**config.mk**
```make
export PLATFORM = sky130hd
export DESIGN_NAME = tem_cell
export DESIGN_NICKNAME = d
export VERILOG_FILES = /design/src/rtl/tem_pkg.sv /design/src/rtl/tem_cell.sv
export SDC_FILE = /design/constraint.sdc
export NUM_CORES = 1
export LEC_CHECK = 0
export ABC_AREA = 1
export BUFFER_PORTS_ARGS = -buffer_cell sky130_fd_sc_hd__buf_4
export CELL_PAD_IN_SITES_DETAIL_PLACEMENT = 1
export CELL_PAD_IN_SITES_GLOBAL_PLACEMENT = 1
export CORE_ASPECT_RATIO = 1.1
export CORE_UTILIZATION = 36
export CTS_CLUSTER_DIAMETER = 80
export DETAILED_ROUTE_END_ITERATION = 10
export PLACE_DENSITY = 0.8
export RECOVER_POWER = 50
export SYNTH_ARGS = -nofsm -noshare
export SYNTH_HDL_FRONTEND = slang
export SYNTH_SLANG_ARGS = --single-unit
```
**constraint.sdc**
```tcl
create_clock -name clock -period 2.45 [get_ports clock]
set_input_delay 0 -clock clock [delete_from_list [all_inputs] [get_ports clock]]
set_output_delay 0 -clock clock [all_outputs]
set_load 0.03 [all_outputs]
```
**src/rtl/tem_pkg.sv**
```systemverilog
`default_nettype none
package tem_pkg;

   typedef enum logic [1:0] {
      CMD_WRITE_NODE    = 2'd0,
      CMD_WRITE_FEATURE = 2'd1,
      CMD_RUN           = 2'd2
   } command_type;

   localparam logic [1:0] CSR_TREE_COUNT    = 2'd0;
   localparam logic [1:0] CSR_CLASS_COUNT   = 2'd1;
   localparam logic [1:0] CSR_MISSING_VALUE = 2'd2;

   typedef enum logic [2:0] {
      ST_CLEAR,
      ST_IDLE,
      ST_TREE,
      ST_FETCH,
      ST_NODE,
      ST_FEAT,
      ST_EMIT
   } state_type;

   typedef struct packed {
      logic               present;
      logic               leaf;
      logic [7:0]         feature;
      logic signed [31:0] value;
   } node_split_type;

   typedef struct packed {
      logic [7:0] yes_child;
      logic [7:0] no_child;
      logic [7:0] missing_child;
   } node_link_type;

   // shared controls for the row of margin cells
   typedef struct packed {
      logic               clear;
      logic               add;
      logic               shift;
      logic signed [31:0] weight;
   } cell_ctrl_type;

endpackage
`default_nettype wire

```
**src/rtl/tem_cell.sv**
```systemverilog
`default_nettype none
// One class margin: cleared per run, saturating accumulate, shift toward the output.
module tem_cell (
   input  wire logic                   clock,
   input  wire tem_pkg::cell_ctrl_type ctrl,
   input  wire logic                   hit,
   input  wire logic signed [31:0]     shift_data,
   output logic signed [31:0]          margin
);
   logic signed [31:0] margin_ff;
   logic signed [31:0] margin_in;
   logic signed [32:0] sum;

   always_comb begin
      sum = 33'(margin_ff) + 33'(ctrl.weight);
      margin_in = margin_ff;
      if (ctrl.clear) begin
         margin_in = '0;
      end else if (ctrl.add && hit) begin
         if (sum[32] != sum[31]) begin
            margin_in = sum[32] ? 32'sh8000_0000 : 32'sh7fff_ffff;
         end else begin
            margin_in = sum[31:0];
         end
      end else if (ctrl.shift) begin
         margin_in = shift_data;
      end
   end

   always_ff @(posedge clock) begin
      margin_ff <= margin_in;
   end

   assign margin = margin_ff;
endmodule
`default_nettype wire

```
==> summary.md <==
| Metric | Value |
|---|---|
| CP dominant cell by count | `nand2_1` |
| Routed len/inst | `16.7 µm` |
| Slowest CP cell | `ha_1` |
| Total wire length | `15800 µm` |
| Final hold vios | `0` |
| Core box area | `0.0105 mm²` |
| Minimum clock period after layout | `2.44 ns` |
| Setup-failing EPs final | `0` |
| Share of layout cells above drive strength 1 | `0.254` |
| Via count | `4953` |
| Die area | `0.0114 mm²` |
| GRT Overall Usage | `0.272` |
| CP Class | `reg -> reg` |
| Max Fclk | `410 MHz` |
| XOR/XNOR Fraction of Synth Area | `0.0445` |
| CTS HTree Levels | `2` |
| Largest family of logic cells by synthesized area | `simple AND/OR/NAND/NOR gates` |
| Slew HR | `0.374` |
| DRT iter0 DRCs | `222` |
| Critical Path End Type | `register` |
| Longest Clk Path Bufs | `2` |
| Crit-path max FO | `19` |
| DRT Pass-1 Iters | `5` |
| Crit path required time | `2.61 ns` |
| DRT antenna net count | `0` |
| CTS tree | `yes` |
| Clk pin slew, worst setup/hold paths | `0.06 ns` |
| Largest net degree at the start of global routing | `45` |
| Slew Limit Fails | `0` |
| Worst Reg2Reg Path Length in Cells | `14` |
| # nets final | `901` |
| Max FFs per register | `32` |
| Worst hold endpoint | `margin[31]$_SDFFE_PP0P_` |
| Crit path launch type | `register` |
| CP top delay family | `simple AND/OR/NAND/NOR gates` |
| Worst IR Drop VDD | `0.293 mV` |
| Vias per cell | `5.25` |
| WP buf/inv | `2` |
| Critical path arrival | `2.60 ns` |
| I/O Buffers | `100` |
| Synth warnings | `0` |
| Number of antenna violations at the first check in global routing | `0` |
| Clock Latency Late Sink | `0.29 ns` |
| Max Cap Violations | `0` |
| RSZ-0062 raised after global routing | `yes` |
| Detailed Place HPWL | `11900 µm` |
| Synth Area in Compound Gates | `0.162` |
| Worst-path cell chain | `ha_1, nand2_2, inv_1, a21oi_1, nand2_1, a21oi_2, nand2_2, nand2_1, nand2_2, a21oi_4, buf_12, nand2_1, nand2_1, a21oi_1` |
| Hold path startpoint | `ctrl[32]` |
| Worst r2r src | `margin[22]$_SDFFE_PP0P_` |
| Die height | `112 µm` |
| Hold_ws | `0.0338 ns` |
| Post-synthesis sequential area ratio | `0.163` |
| Setup crit start | `margin[22]$_SDFFE_PP0P_` |
| Reg-to-Reg End | `margin[11]$_SDFFE_PP0P_` |
| Final Worst Setup Slack | `0.0125 ns` |
| Netlist cell types | `35` |
| Cells after synthesis | `684` |
| Residual DRC | `0` |
| Hold Crit Depth | `4` |
| Sink Count | `32` |
| Clk_skew | `0.00621 ns` |
| Mean Syn Cell Area | `5.76 µm²` |
| LEAKAGE | `2.79 nW` |
| Initial core utilization | `0.374` |
| Num rows | `39` |
| Area Growth Syn to Fin | `34.2%` |
| Layout fillers | `1529` |
| CP peak stage delay | `0.38 ns` |
| Final period utilization | `0.995` |
| Grt ovf | `0` |
| Clk Tree Root Cell | `clkbuf_16` |
| Synth Register Bits | `32` |
| Power Density | `547 mW/mm²` |
| Worst R2R Setup Slack | `0.01 ns` |
| Simple-gate share of the synthesized area | `0.415` |
| Mux cell area share after synthesis | `0` |
| I/O pins | `101` |
| Adder-Cell Fraction of Synth Area | `0.107` |
| Place WS | `-0.0807 ns` |
| Placer Congestion | `0.911` |
| TritonCTS buffer count | `5` |
| Die Span X | `102 µm` |
| Mapped Nets | `786` |
| Diodes inserted | `0` |
| Status | `finished, final reports clean` |
| Vias in the first global route | `5097` |
| Cell Area, Synth | `0.00394 mm²` |
| Worst-Margin Slew | `0.938 ns` |
| First-pass GRT wire length | `24200 µm` |
| Worst Hold Class | `in -> reg` |
kinds of logic (layout without fill, tap and decap cells):
family | Yosys count | count (layout)
compound gates | 111 | 111
xor+xnor | 20 | 20
fa+ha+maj | 33 | 33
buf+inv | 104 | 218
flops | 32 | 32
simple gates | 384 | 386
stage by stage:
stage | instance area, µm² | setup TNS (ns) | instances | utilization | total power (W)
floorplan | 3940 | 0 | 684 | - | 0.00160
global placement | 4920 | 0 | 929 | 0.467 | 0.00203
detailed placement | 4920 | -0.538 | 929 | 0.467 | 0.00208
CTS | 5120 | -0.0482 | 940 | 0.485 | 0.00278
global route | 5290 | -0.742 | 943 | 0.502 | 0.00306
finish | 5290 | 0 | 943 | 0.502 | 0.00289
cell usage after synthesis, drive strengths merged:
master  instances  share of area
xnor2           6          0.013
fa              1         0.0051
clkbuf         10         0.0095
a21oi          53          0.079
nor4            1         0.0016
clkinv          1        0.00095
xor2           14          0.031
o221ai          1         0.0022
buf             8          0.018
o21bai          9          0.017
nand2         242           0.24
nand3b          1         0.0019
o21ai          44          0.056
o211a           1         0.0025
nor2           72          0.070
and2            2         0.0032
a31oi           1         0.0016
nand3          39          0.052
ha             32           0.10
inv            85          0.081
nor3            6         0.0076
dfxtp          32           0.16
a21o            2         0.0038
nand4           3         0.0048
or2            18          0.029
report_power, final:
group          leakage [nW]  switching [W]  internal, W
clock network        0.0736       0.000288     0.000376
registers             0.268      0.0000546     0.000576
logic                  2.45        0.00100     0.000593
worst max path at each step:
stage / end / slack [ns] / depth (start not counted)
global placement: margin[24]$_SDFFE_PP0P_ / 0.04 / 17
detailed placement: margin[24]$_SDFFE_PP0P_ / -0.08 / 17
floorplan: margin[18]$_SDFFE_PP0P_ / 0.09 / 17
CTS: margin[25]$_SDFFE_PP0P_ / -0.03 / 17
global route: margin[20]$_SDFFE_PP0P_ / -0.06 / 14
finish: margin[11]$_SDFFE_PP0P_ / 0.01 / 14
layer usage:
layer / track usage / vias up / wire, µm
li1: - / 2399 / -
met1: 0.348 / 2401 / 6930
met2: 0.483 / 135 / 7990
met3: 0.0270 / 18 / 643
met4: 0.0638 / 0 / 224
met5: 0 / - / 0
repair_timing:
item | CTS | global route
buffers inserted | 0 | 2
cloned | 1 | 1
pin swaps | 1 | 4
endpoints found under the setup margin | 24 | 31
hold buffers | 2 | 0
resized for setup | 6 | 45
hold endpoints to repair | 3 | 0
worst register-to-register path, stage by stage (launching register included):
cell	delay, ns
dfxtp_1	0.31
ha_1	0.38
nand2_2	0.15
inv_1	0.07
a21oi_1	0.19
nand2_1	0.14
a21oi_2	0.23
nand2_2	0.09
nand2_1	0.08
nand2_2	0.10
a21oi_4	0.18
buf_12	0.17
nand2_1	0.08
nand2_1	0.07
a21oi_1	0.07
placed cells by master (no fill, tap or decap), types with 3 or more instances in the layout:
cell and instances:
nor3_1 6, o21bai_1 9, nor2_1 63, or2_2 16, dfxtp_1 29, clkbuf_16 5, nand2_1 219, ha_1 21
buf_4 105, a21oi_2 13, inv_1 84, nand4_1 3, xor2_1 13, nand2_4 3, o21ai_0 35, o21ai_2 5
nand3_1 37, ha_4 7, nor2_2 9, nand2_8 3, nand2_2 19, o21ai_1 4, a21oi_1 38, xnor2_1 6
clkbuf_1 16, ha_2 4
layout make-up:
class / instances / area [µm²] / area share
Clock buffer: 5 / 125 / 0.0237
Clock inverter: 3 / 18.8 / 0.00355
Inverter: 86 / 323 / 0.0611
Multi-Input combinational cell: 550 / 3110 / 0.588
Sequential cell: 32 / 647 / 0.122
Tap cell: 143 / 179 / 0.0338
Timing Repair Buffer: 124 / 888 / 0.168
Power figures use the tool's default switching activity.
